`config.mk`:
```
export PLATFORM = sky130hd
export DESIGN_NAME = http_header_line_parser
export DESIGN_NICKNAME = d
export VERILOG_FILES = /design/src/design/hhlp_pkg.sv /design/src/design/hhlp_cfg.sv /design/src/design/hhlp_fsm.sv /design/src/design/http_header_line_parser.sv
export VERILOG_INCLUDE_DIRS = /design/src /design/src/design
export SDC_FILE = /design/constraint.sdc
export NUM_CORES = 1
export LEC_CHECK = 0
export ABC_AREA = 1
export ABC_CLOCK_PERIOD_IN_PS = 3600
export BUFFER_PORTS_ARGS = -buffer_cell sky130_fd_sc_hd__clkbuf_2
export CORE_MARGIN = 1.5
export CORE_UTILIZATION = 43
export CTS_CLUSTER_SIZE = 16
export DETAILED_ROUTE_END_ITERATION = 10
export PLACE_DENSITY_LB_ADDON = 0.08
export SLEW_MARGIN = 15
export SYNTH_ARGS = -nofsm -noshare
export SYNTH_HDL_FRONTEND = slang
export SYNTH_SLANG_ARGS = --single-unit
```
`constraint.sdc`:
```
create_clock -name clk -period 3.6 [get_ports clk]
set_input_delay 0.18 -clock clk [delete_from_list [all_inputs] [get_ports clk]]
set_output_delay 0.18 -clock clk [all_outputs]
set_load 0.01 [all_outputs]
```
`src/design/assert_macros.svh`:
```
// Assertion macros used by the header parser FSM.
// Standalone; define ASSERT_OFF to compile the checks out.
`ifndef ASSERT_MACROS_SVH
`define ASSERT_MACROS_SVH

`ifndef ASSERT_OFF

// Check a property on every clock edge, skipped while reset is held.
`define HHLP_ASSERT(lbl, clk, rst_n, prop, msg) \
	lbl: assert property (@(posedge clk) disable iff (!rst_n) prop) else $error(msg);

// Check a property on every clock edge, reset included.
`define HHLP_ASSERT_ALWAYS(lbl, clk, prop, msg) \
	lbl: assert property (@(posedge clk) prop) else $error(msg);

`else

`define HHLP_ASSERT(lbl, clk, rst_n, prop, msg)
`define HHLP_ASSERT_ALWAYS(lbl, clk, prop, msg)

`endif

`endif

```
`src/design/hhlp_pkg.sv`:
```
// Shared types and constants for the HTTP header line parser.
// No dependencies; used by every module of the block.
package hhlp_pkg;

	// Register map
	localparam int CfgAddrW = 2;
	localparam logic [CfgAddrW-1:0] ADDR_MAX_VALUE_OFFSET = 2'd0;

	localparam int OffW = 12;
	localparam logic [OffW-1:0] MAX_VALUE_OFFSET_RST = 12'd255;

	// Byte roles
	localparam logic [1:0] ROLE_NONE  = 2'd0;
	localparam logic [1:0] ROLE_KEY   = 2'd1;
	localparam logic [1:0] ROLE_VALUE = 2'd2;

	// Error kinds
	localparam logic [2:0] ERR_NONE      = 3'd0;
	localparam logic [2:0] ERR_KEY_BREAK = 3'd1;
	localparam logic [2:0] ERR_NO_SPACE  = 3'd2;
	localparam logic [2:0] ERR_TOO_LONG  = 3'd3;
	localparam logic [2:0] ERR_CR_NO_LF  = 3'd4;
	localparam logic [2:0] ERR_END_CR    = 3'd5;

	// Characters
	localparam logic [7:0] CH_COLON = 8'h3A;
	localparam logic [7:0] CH_CR    = 8'h0D;
	localparam logic [7:0] CH_LF    = 8'h0A;
	localparam logic [7:0] CH_SPACE = 8'h20;

	// Tag of one byte
	typedef struct packed {
		logic [1:0] role;
		logic       key_done;
		logic       field_done;
		logic       headers_done;
		logic       parse_error;
		logic [2:0] error_kind;
	} hhlp_result_t;

endpackage

```
`src/design/hhlp_cfg.sv`:
```
// APB register block of the header parser: holds max_value_offset.
// Depends on hhlp_pkg.
module hhlp_cfg (
	input  logic                         clk,
	input  logic                         arst_n,
	input  logic                         psel,
	input  logic                         penable,
	input  logic                         pwrite,
	input  logic [hhlp_pkg::CfgAddrW-1:0] paddr,
	input  logic [31:0]                  pwdata,
	output logic [31:0]                  prdata,
	output logic                         pready,
	output logic [hhlp_pkg::OffW-1:0]    max_value_offset
);
	import hhlp_pkg::*;

	logic [OffW-1:0] max_off_q;
	logic            wr_en;

	assign pready = 1'b1;
	assign wr_en  = psel && penable && pwrite && (paddr == ADDR_MAX_VALUE_OFFSET);

	// Capture the limit on a completed write
	always_ff @(posedge clk or negedge arst_n) begin
		if (!arst_n) begin
			max_off_q <= MAX_VALUE_OFFSET_RST;
		end else if (wr_en) begin
			max_off_q <= pwdata[OffW-1:0];
		end
	end

	// Read back
	always_comb begin
		prdata = '0;
		if (paddr == ADDR_MAX_VALUE_OFFSET) begin
			prdata = {{(32-OffW){1'b0}}, max_off_q};
		end
	end

	assign max_value_offset = max_off_q;

endmodule

```
`src/design/hhlp_fsm.sv`:
```
// Parse state machine: phase and value offset, plus the per-byte tag logic.
// Depends on hhlp_pkg and assert_macros.svh.
`include "assert_macros.svh"

module hhlp_fsm (
	input  logic                      clk,
	input  logic                      arst_n,
	input  logic                      fire,
	input  logic [7:0]                data_byte,
	input  logic                      restart,
	input  logic [hhlp_pkg::OffW-1:0] max_value_offset,
	output hhlp_pkg::hhlp_result_t    result
);
	import hhlp_pkg::*;

	localparam logic [3:0] PH_START  = 4'd0;
	localparam logic [3:0] PH_KEY    = 4'd1;
	localparam logic [3:0] PH_COLON  = 4'd2;
	localparam logic [3:0] PH_SPACE  = 4'd3;
	localparam logic [3:0] PH_VALUE  = 4'd4;
	localparam logic [3:0] PH_CR     = 4'd5;
	localparam logic [3:0] PH_LF     = 4'd6;
	localparam logic [3:0] PH_END_CR = 4'd7;
	localparam logic [3:0] PH_DONE   = 4'd8;
	localparam logic [3:0] PH_ERROR  = 4'd9;

	logic [3:0]      phase_q;
	logic [OffW-1:0] value_offset_q;
	logic [3:0]      cur_phase;
	logic [OffW-1:0] cur_off;
	logic [3:0]      nxt_phase;
	logic [OffW-1:0] nxt_off;
	logic [OffW:0]   off_inc;
	logic            is_break;

	// Restart applies before the byte is looked at
	assign cur_phase = restart ? PH_START : phase_q;
	assign cur_off   = restart ? '0 : value_offset_q;
	assign off_inc   = {1'b0, cur_off} + {{OffW{1'b0}}, 1'b1};
	assign is_break  = (data_byte == CH_CR) || (data_byte == CH_LF);

	// Decode the byte against the current phase
	always_comb begin
		nxt_phase = cur_phase;
		nxt_off   = cur_off;
		result    = '0;
		unique case (cur_phase)
			PH_START: begin
				if (!is_break) begin
					nxt_phase   = PH_KEY;
					result.role = ROLE_KEY;
				end
			end
			PH_KEY: begin
				if (data_byte == CH_COLON) begin
					nxt_phase       = PH_COLON;
					result.key_done = 1'b1;
				end else if (is_break) begin
					nxt_phase          = PH_ERROR;
					result.parse_error = 1'b1;
					result.error_kind  = ERR_KEY_BREAK;
				end else begin
					result.role = ROLE_KEY;
				end
			end
			PH_COLON: begin
				if (data_byte == CH_SPACE) begin
					nxt_phase = PH_SPACE;
				end else begin
					nxt_phase          = PH_ERROR;
					result.parse_error = 1'b1;
					result.error_kind  = ERR_NO_SPACE;
				end
			end
			PH_SPACE: begin
				nxt_phase   = PH_VALUE;
				nxt_off     = '0;
				result.role = ROLE_VALUE;
			end
			PH_VALUE: begin
				if (data_byte == CH_CR) begin
					nxt_phase = PH_CR;
				end else if (off_inc > {1'b0, max_value_offset}) begin
					nxt_phase          = PH_ERROR;
					result.parse_error = 1'b1;
					result.error_kind  = ERR_TOO_LONG;
				end else begin
					nxt_off     = off_inc[OffW-1:0];
					result.role = ROLE_VALUE;
				end
			end
			PH_CR: begin
				if (data_byte == CH_LF) begin
					nxt_phase         = PH_LF;
					result.field_done = 1'b1;
				end else begin
					nxt_phase          = PH_ERROR;
					result.parse_error = 1'b1;
					result.error_kind  = ERR_CR_NO_LF;
				end
			end
			PH_LF: begin
				if (data_byte == CH_CR) begin
					nxt_phase = PH_END_CR;
				end else begin
					nxt_phase   = PH_KEY;
					result.role = ROLE_KEY;
				end
			end
			PH_END_CR: begin
				if (data_byte == CH_LF) begin
					nxt_phase           = PH_DONE;
					result.headers_done = 1'b1;
				end else begin
					nxt_phase          = PH_ERROR;
					result.parse_error = 1'b1;
					result.error_kind  = ERR_END_CR;
				end
			end
			PH_DONE: begin
				nxt_phase = PH_DONE;
			end
			default: begin
				nxt_phase = PH_ERROR;
			end
		endcase
	end

	// Advance the state once per processed beat
	always_ff @(posedge clk or negedge arst_n) begin
		if (!arst_n) begin
			phase_q        <= PH_START;
			value_offset_q <= '0;
		end else if (fire) begin
			phase_q        <= nxt_phase;
			value_offset_q <= nxt_off;
		end
	end

	`HHLP_ASSERT(a_sticky_end, clk, arst_n, (fire && !restart && (phase_q == PH_DONE || phase_q == PH_ERROR)) |=> (phase_q == $past(phase_q)), "done or error phase left without restart")
	`HHLP_ASSERT(a_error_quiet, clk, arst_n, (fire && result.parse_error) |-> (result.role == ROLE_NONE && !result.key_done && !result.field_done && !result.headers_done), "error byte carries a role or done flag")
	`HHLP_ASSERT_ALWAYS(a_kind_match, clk, fire |-> (result.parse_error == (result.error_kind != ERR_NONE)), "error kind disagrees with error flag")
	`HHLP_ASSERT(a_off_limit, clk, arst_n, (fire && phase_q == PH_VALUE && !restart && result.role == ROLE_VALUE) |=> (value_offset_q <= $past(max_value_offset)), "value offset passed the limit")

endmodule

```
`src/design/http_header_line_parser.sv`:
```
// Top level of the HTTP header line parser: input register, parse FSM, result register.
// Depends on hhlp_pkg, hhlp_cfg and hhlp_fsm.
//
//  port group   direction  beat contents
//  in_*         in         data_byte, restart
//  out_*        out        role, key_done, field_done, headers_done, parse_error, error_kind
//  APB          in/out     max_value_offset register at address 0
//
// One byte per cycle sustained while out_stall is low; each byte passes the input register, then the result register.
// The rate is set by the single phase register that each byte reads and updates.
// Reset clears the phase, the offset, both valid flags and loads the limit with 255.
// A stalled result holds the input register; the input side stalls only when both are full.
module http_header_line_parser (
	input  logic                          clk,
	input  logic                          arst_n,
	// input channel
	input  logic                          in_valid,
	output logic                          in_stall,
	input  logic [7:0]                    data_byte,
	input  logic                          restart,
	// result channel
	output logic                          out_valid,
	input  logic                          out_stall,
	output logic [1:0]                    role,
	output logic                          key_done,
	output logic                          field_done,
	output logic                          headers_done,
	output logic                          parse_error,
	output logic [2:0]                    error_kind,
	// configuration
	input  logic                          psel,
	input  logic                          penable,
	input  logic                          pwrite,
	input  logic [hhlp_pkg::CfgAddrW-1:0] paddr,
	input  logic [31:0]                   pwdata,
	output logic [31:0]                   prdata,
	output logic                          pready
);
	import hhlp_pkg::*;

	logic            valid_s1;
	logic [7:0]      data_s1;
	logic            restart_s1;
	logic            valid_s2;
	hhlp_result_t    res_s2;
	hhlp_result_t    res_comb;
	logic [OffW-1:0] max_off;
	logic            advance;
	logic            fire;
	logic            in_take;

	// Pipeline handshake
	assign advance  = !valid_s2 || !out_stall;
	assign fire     = valid_s1 && advance;
	assign in_stall = valid_s1 && !advance;
	assign in_take  = in_valid && !in_stall;

	hhlp_cfg u_cfg (
		.clk              (clk),
		.arst_n           (arst_n),
		.psel             (psel),
		.penable          (penable),
		.pwrite           (pwrite),
		.paddr            (paddr),
		.pwdata           (pwdata),
		.prdata           (prdata),
		.pready           (pready),
		.max_value_offset (max_off)
	);

	hhlp_fsm u_fsm (
		.clk              (clk),
		.arst_n           (arst_n),
		.fire             (fire),
		.data_byte        (data_s1),
		.restart          (restart_s1),
		.max_value_offset (max_off),
		.result           (res_comb)
	);

	// Input register control
	always_ff @(posedge clk or negedge arst_n) begin
		if (!arst_n) begin
			valid_s1 <= 1'b0;
		end else if (in_take) begin
			valid_s1 <= 1'b1;
		end else if (fire) begin
			valid_s1 <= 1'b0;
		end
	end

	// Input register payload
	always_ff @(posedge clk) begin
		if (in_take) begin
			data_s1    <= data_byte;
			restart_s1 <= restart;
		end
	end

	// Result register control
	always_ff @(posedge clk or negedge arst_n) begin
		if (!arst_n) begin
			valid_s2 <= 1'b0;
		end else if (advance) begin
			valid_s2 <= valid_s1;
		end
	end

	// Result register payload
	always_ff @(posedge clk) begin
		if (fire) begin
			res_s2 <= res_comb;
		end
	end

	assign out_valid    = valid_s2;
	assign role         = res_s2.role;
	assign key_done     = res_s2.key_done;
	assign field_done   = res_s2.field_done;
	assign headers_done = res_s2.headers_done;
	assign parse_error  = res_s2.parse_error;
	assign error_kind   = res_s2.error_kind;

endmodule
```
-- Word level (Yosys, flattened, before mapping)
Cells that the tools add are included.
- add/subtract/negate cells: 1
- magnitude comparators: 1
- equality and inequality tests: 12
- mux-type cells: 34
- reductions and logical operators: 15
- operator list (cell ; count):
    $mux W4 ; 15
    $mux W12 ; 4
    $pmux W4 S9 ; 1
    $pmux W12 S2 ; 1
    $pmux W4 S5 ; 1
    $eq A4 B3 Y1 const B ; 4
    $eq A8 B4 Y1 const B ; 2
    $eq A8 B6 Y1 const B ; 2
    $add A12 B1 Y13 const B ; 1
    $gt A13 B12 Y1 ; 1
    $pmux W2 S5 ; 1
    $eq A4 B2 Y1 const B ; 2
    $mux W1 ; 7
    $logic_and A1 B1 Y1 ; 6
    $mux W2 ; 3
    $eq A4 B1 Y1 const B ; 1
    $eq A4 B4 Y1 const B ; 1
    $logic_not A1 Y1 ; 4
    $logic_not A4 Y1 ; 1
    $mux W3 ; 1
    $logic_not A2 Y1 ; 1
    $logic_or A1 B1 Y1 ; 2
    $reduce_bool A2 Y1 ; 1
- register bits after elaboration: 48
- bits of input ports: 50
- word-level logic and storage cells: 76

-- Longest topological paths before layout
- depth in word-level cells: 7
- depth in mapped cells: 27

-- By module
Synthesis repeated with hierarchy kept, for this count alone.
- cell total of the unflattened synthesis: 475
- area total of the unflattened synthesis: 3433.3 um^2
- by module, submodules not included (module ; times used ; cells each ; area an instance (um^2) ; seq. area each (um^2)):
    hhlp_fsm ; 1 ; 340 ; 2004.4 ; 400.4
    hhlp_cfg ; 1 ; 105 ; 793.3 ; 310.3
    http_header_line_parser ; 1 ; 30 ; 635.6 ; 590.6

-- Worst setup path after synthesis
OpenSTA, ideal clock, no wires.
- path type: reg2reg
- start point: reg restart_s1
- end point: reg u_fsm.value_offset_q[7]
- library setup time: 0.073 ns
- arrival: 2.758 ns
- data required time: 3.527 ns
- path slack: 0.769 ns
- stages on the path, launching flop included: 25
- path buffers: 2
- period minus slack after synthesis: 2.831 ns
- path through: edfxtp_1 -> buf_6 -> inv_6 -> nand2_1 -> inv_1 -> ha_1 -> nand2_2 -> nor2_4 -> nand4_1 -> nand2_1 -> inv_1 -> nor2_1 -> inv_1 -> ha_1 -> a21o_1 -> a21oi_1 -> nand2_1 -> inv_1 -> nand2_2 -> nand2_2 -> nand2_2 -> buf_6 -> nand2_1 -> nand3_1 -> a21oi_2
- cells in the longest elaborated chain, start to end: 6
- elaborated cells on any way between the ends: 9
- classes of those cells: add/sub (1); order compare (1); eq/ne (2); mux (5)
- RTL lines (element ; RTL line ; source):
    start, declared ; http_header_line_parser.sv:43 ; logic restart_s1;
    start signal, assigned ; http_header_line_parser.sv:96 ; restart_s1 <= restart;
    $mux W12 ; hhlp_fsm.sv:38 ; assign cur_off = restart ? '0 : value_offset_q;
    $add A12 B1 Y13 ; hhlp_fsm.sv:39 ; assign off_inc = {1'b0, cur_off} + {{OffW{1'b0}}, 1'b1};
    $gt A13 B12 Y1 ; hhlp_fsm.sv:83 ; end else if (off_inc > {1'b0, max_value_offset}) begin
    $mux W12 ; hhlp_fsm.sv:83 ;
    $mux W12 ; hhlp_fsm.sv:81 ; if (data_byte == CH_CR) begin
    $pmux W12 S2 (*) ; hhlp_fsm.sv:47 ; unique case (cur_phase)
    end signal, assigned ; hhlp_fsm.sv:136 ; value_offset_q <= nxt_off;
    end, declared ; hhlp_fsm.sv:28 ; logic [OffW-1:0] value_offset_q;
Every way passes the cells marked *; elsewhere a longest branch is shown, timed or not.
A chain may end at the register's enable or synchronous reset.

-- Final worst setup path
- start point: reg restart_s1
- end point: reg u_fsm.value_offset_q[8]
Same word-level chain as after synthesis.

==> results.json <==
{
  "cpPeakStageDelay_ns": 0.47,
  "antenna_found_initial": 0,
  "final_nets": 560,
  "first_iter_violations": 202,
  "rsz0062_at_grt": "no",
  "synth_area_sq_um": 3310,
  "fp.coreArea_sq_um": 7330,
  "drc": 0,
  "fp-row-count": 31,
  "cts_buffers": 5,
  "cts_root_buffer": "clkbuf_8",
  "grt_pass1_wl_um": 12300,
  "htreeDepth": 2,
  "multi_input_area_sq_um": 1570,
  "post-route-period-util_pct": 90.7,
  "drv_slew": 0,
  "clkTransAtPathRegs_ns": 0.10,
  "io_pins": 94,
  "cp_top_family": "simple AND/OR/NAND/NOR gates",
  "cts-hold-fix-buffers": 1,
  "path_buf_inv": 1,
  "wl_per_cell_um": 12.1,
  "slew_headroom_pct": 43.2,
  "p_leak_nw": 2.03,
  "fin_worst_skew_ns": 0.00816,
  "hold_class": "in2reg",
  "holdPathStages": 1,
  "setup_viol": 0,
  "grt_pass1_vias": 2660,
  "cpMaxStageDelayCell": "edfxtp_1",
  "tns_ns": 0,
  "r2r_cells": 20,
  "fp.dieH_um": 90.7,
  "vias": 2862,
  "clock_power_share_pct": 23.8,
  "ys_types": 38,
  "initial_core_util_pct": 45.1,
  "worstSetupPathDepth": 20,
  "numPortBuffers": 52,
  "path_cells": "buf_4 -> nor2_4 -> ha_1 -> nand2_2 -> nor2_4 -> nand2_1 -> nor2_1 -> xor2_1 -> ha_1 -> a21oi_1 -> o21a_1 -> nand2_1 -> nand2_1 -> nand2_2 -> nand2_2 -> nand2_2 -> nand2_1 -> nand3_1 -> nand2_1 -> nand2_1",
  "crit_required_ns": 3.81,
  "gr-total-overflow": 0,
  "stdcell_count": 597,
  "peakVddDrop_uv": 247,
  "ant_nets": 0,
  "pwr-share-seq_pct": 48.0,
  "dp.final_hpwl_um": 5410,
  "use_met3_pct": 3.11,
  "cts-resized-gates": 0,
  "grt.total_usage_pct": 18.4,
  "via_per_inst": 4.79,
  "cp_common_cell": "nand2_1",
  "powerDensity_nw_per_um2": 404,
  "postCtsSetupRepairBufs": 0,
  "gp_congestion": 0.899,
  "regArea_sq_um": 1300,
  "crit_path_max_fanout": 13,
  "synth-seq-cells": 48,
  "diodes": 0,
  "use_met2_pct": 30.1,
  "arrival_ns": 3.47,
  "combPwrFrac_pct": 28.3,
  "place_inst": 588,
  "yosys_most_used_dff": "dfrtp_1",
  "ys_seq_area_share_pct": 39.3,
  "internal-power_mw": 0.966,
  "switching_share_pct": 35.1,
  "grt.met1_usage_pct": 25.2,
  "postSynthAreaPerCell_sq_um": 7.45,
  "fillers": 741,
  "postRouteWirelength_um": 7220,
  "status": "complete, no violations",
  "die_width_um": 90.7,
  "syn_to_final_growth_pct": 11.5,
  "p_switching_mw": 0.523,
  "busiest_layer": "met2",
  "max_slew.worst_pin.slew_ns": 0.849,
  "drive_above_1_share_pct": 20.7,
  "clock_latency_ns": 0.31,
  "finalHoldViolCount": 0,
  "setup.worst_path.class": "reg2reg",
  "clock_path_buffers": 2,
  "critPathCaptureType": "register",
  "async_flop_share_pct": 62.5,
  "synth_edf_count": 18,
  "start_kind": "register",
  "drtPass1Iterations": 4,
  "clock-sinks": 48,
  "synthCells": 444,
  "grt_start_max_net_pins": 31,
  "yosys_warnings": 0,
  "fin_crit_ns": 3.26,
  "cts_tree": "yes",
  "fmax_mhz": 306,
  "fp.dieArea_sq_um": 8230,
  "maxCapViolCount": 0
}
==> state kept, by name (all words and copies together), names as in the netlist <==
signal	cells
data_s1	8
error_kind	3
u_cfg.max_value_offset	12
out_valid	1
role	2
key_done	1
restart_s1	1
field_done	1
u_fsm.phase_q	4
valid_s1	1
headers_done	1
parse_error	1
u_fsm.value_offset_q	12
==> power by group through the flow <==
stage	Clock [mW]	Sequential, mW	Combinational, mW
6_report	0.354	0.714	0.421
5_1_grt	0.382	0.725	0.486
4_1_cts	0.366	0.713	0.422
3_5_place_dp	0	0.724	0.418
3_3_place_gp	0	0.722	0.409
2_1_floorplan	0	0.717	0.323
==> synth_stat cells, types with 2 or more instances <==
| master | instances | area (sq um) |
|---|---|---|
| a21oi_1 | 27 | 135 |
| a21oi_2 | 2 | 17.5 |
| buf_4 | 22 | 165 |
| buf_6 | 3 | 33.8 |
| clkbuf_1 | 6 | 22.5 |
| conb_1 | 2 | 7.51 |
| dfrtp_1 | 22 | 551 |
| dfstp_2 | 8 | 210 |
| edfxtp_1 | 18 | 541 |
| ha_1 | 13 | 163 |
| inv_1 | 69 | 259 |
| inv_2 | 3 | 11.3 |
| nand2_1 | 83 | 312 |
| nand2_2 | 5 | 31.3 |
| nand2_4 | 2 | 22.5 |
| nand3_1 | 33 | 165 |
| nand3_2 | 2 | 20.0 |
| nand4_1 | 11 | 68.8 |
| nor2_1 | 64 | 240 |
| nor2_2 | 6 | 37.5 |
| nor2_4 | 4 | 45.0 |
| nor3_1 | 2 | 10.0 |
| nor4_1 | 2 | 12.5 |
| o21ai_0 | 18 | 90.1 |
| o21ai_1 | 2 | 10.0 |
| o22ai_1 | 2 | 12.5 |
| xor2_1 | 2 | 17.5 |
==> per-stage QoR <==
step	setup WS (ns)	total power, mW	util [%]	cell area (sq um)	hold WS (ns)
after floorplan	0.769	1.04	-	3380	-0.116
after global placement	0.331	1.13	48.8	3580	0.313
after detailed placement	0.354	1.14	48.8	3580	0.312
after CTS	0.351	1.50	50.3	3690	0.0414
after global routing	0.0394	1.59	50.3	3690	0.0346
final	0.336	1.49	50.3	3690	0.0462
==> cells in the final DEF, fill, tap and decap left out, types with 2 or more instances in the layout <==
cell type / n
nand4_1: 11
nand2_4: 2
a21oi_1: 27
a21oi_2: 2
clkbuf_2: 52
edfxtp_1: 18
o22ai_1: 2
inv_6: 2
conb_1: 21
dfrtp_1: 22
dfstp_2: 8
nand3_2: 2
o21ai_1: 2
o21ai_0: 18
nor2_2: 6
nor2_4: 4
xor2_1: 2
inv_1: 69
inv_2: 3
nand3_1: 33
nand2_2: 5
nor2_1: 64
nor3_1: 2
buf_4: 6
nand2_1: 83
ha_1: 13
clkbuf_8: 6
nor4_1: 2
==> final timing paths <==
| path | from | end | slack, ns |
|---|---|---|---|
| setup / recovery | restart_s1 | u_fsm.value_offset_q[8] | 0.34 |
| hold / removal | data_byte[6] | data_s1[6] | 0.05 |
| setup reg to reg | restart_s1 | u_fsm.value_offset_q[8] | 0.34 |
| hold reg to reg | u_cfg.max_value_offset[0] | u_cfg.max_value_offset[0] | 0.50 |
| max in group asynchronous | arst_n | u_fsm.phase_q[2] | 2.59 |
| min in group asynchronous | arst_n | u_cfg.max_value_offset[11] | 0.50 |
==> per-layer routing <==
| metal | vias to the layer above | part of all wire (%) |
|---|---|---|
| met1 | 1286 | 48 |
| met2 | 93 | 45 |
| met3 | 7 | 5.8 |
| li1 | 1476 | - |
| met5 | - | 0 |
| met4 | 0 | 1.1 |
==> cells by family after synthesis <==
group	share of synthesized area, %
DFF	39.3
xor gates and xnor gates	0.795
other	0.227
buffers and inverters	15.3
adders and majority gates	4.92
and+or+nand+nor	30.5
AOI/OAI and AO/OA	8.93
==> cell type report <==
| cell class | count | share of cell area [%] |
|---|---|---|
| sequential | 48 | 35.3 |
| timing repair buffer | 59 | 8.55 |
| clock inverter | 2 | 0.373 |
| clock buffer | 6 | 2.24 |
| inverter | 73 | 7.57 |
| tap | 99 | 3.36 |
| multi-input combinational | 310 | 42.6 |
Note: power is estimated with default switching activity, not from simulation.
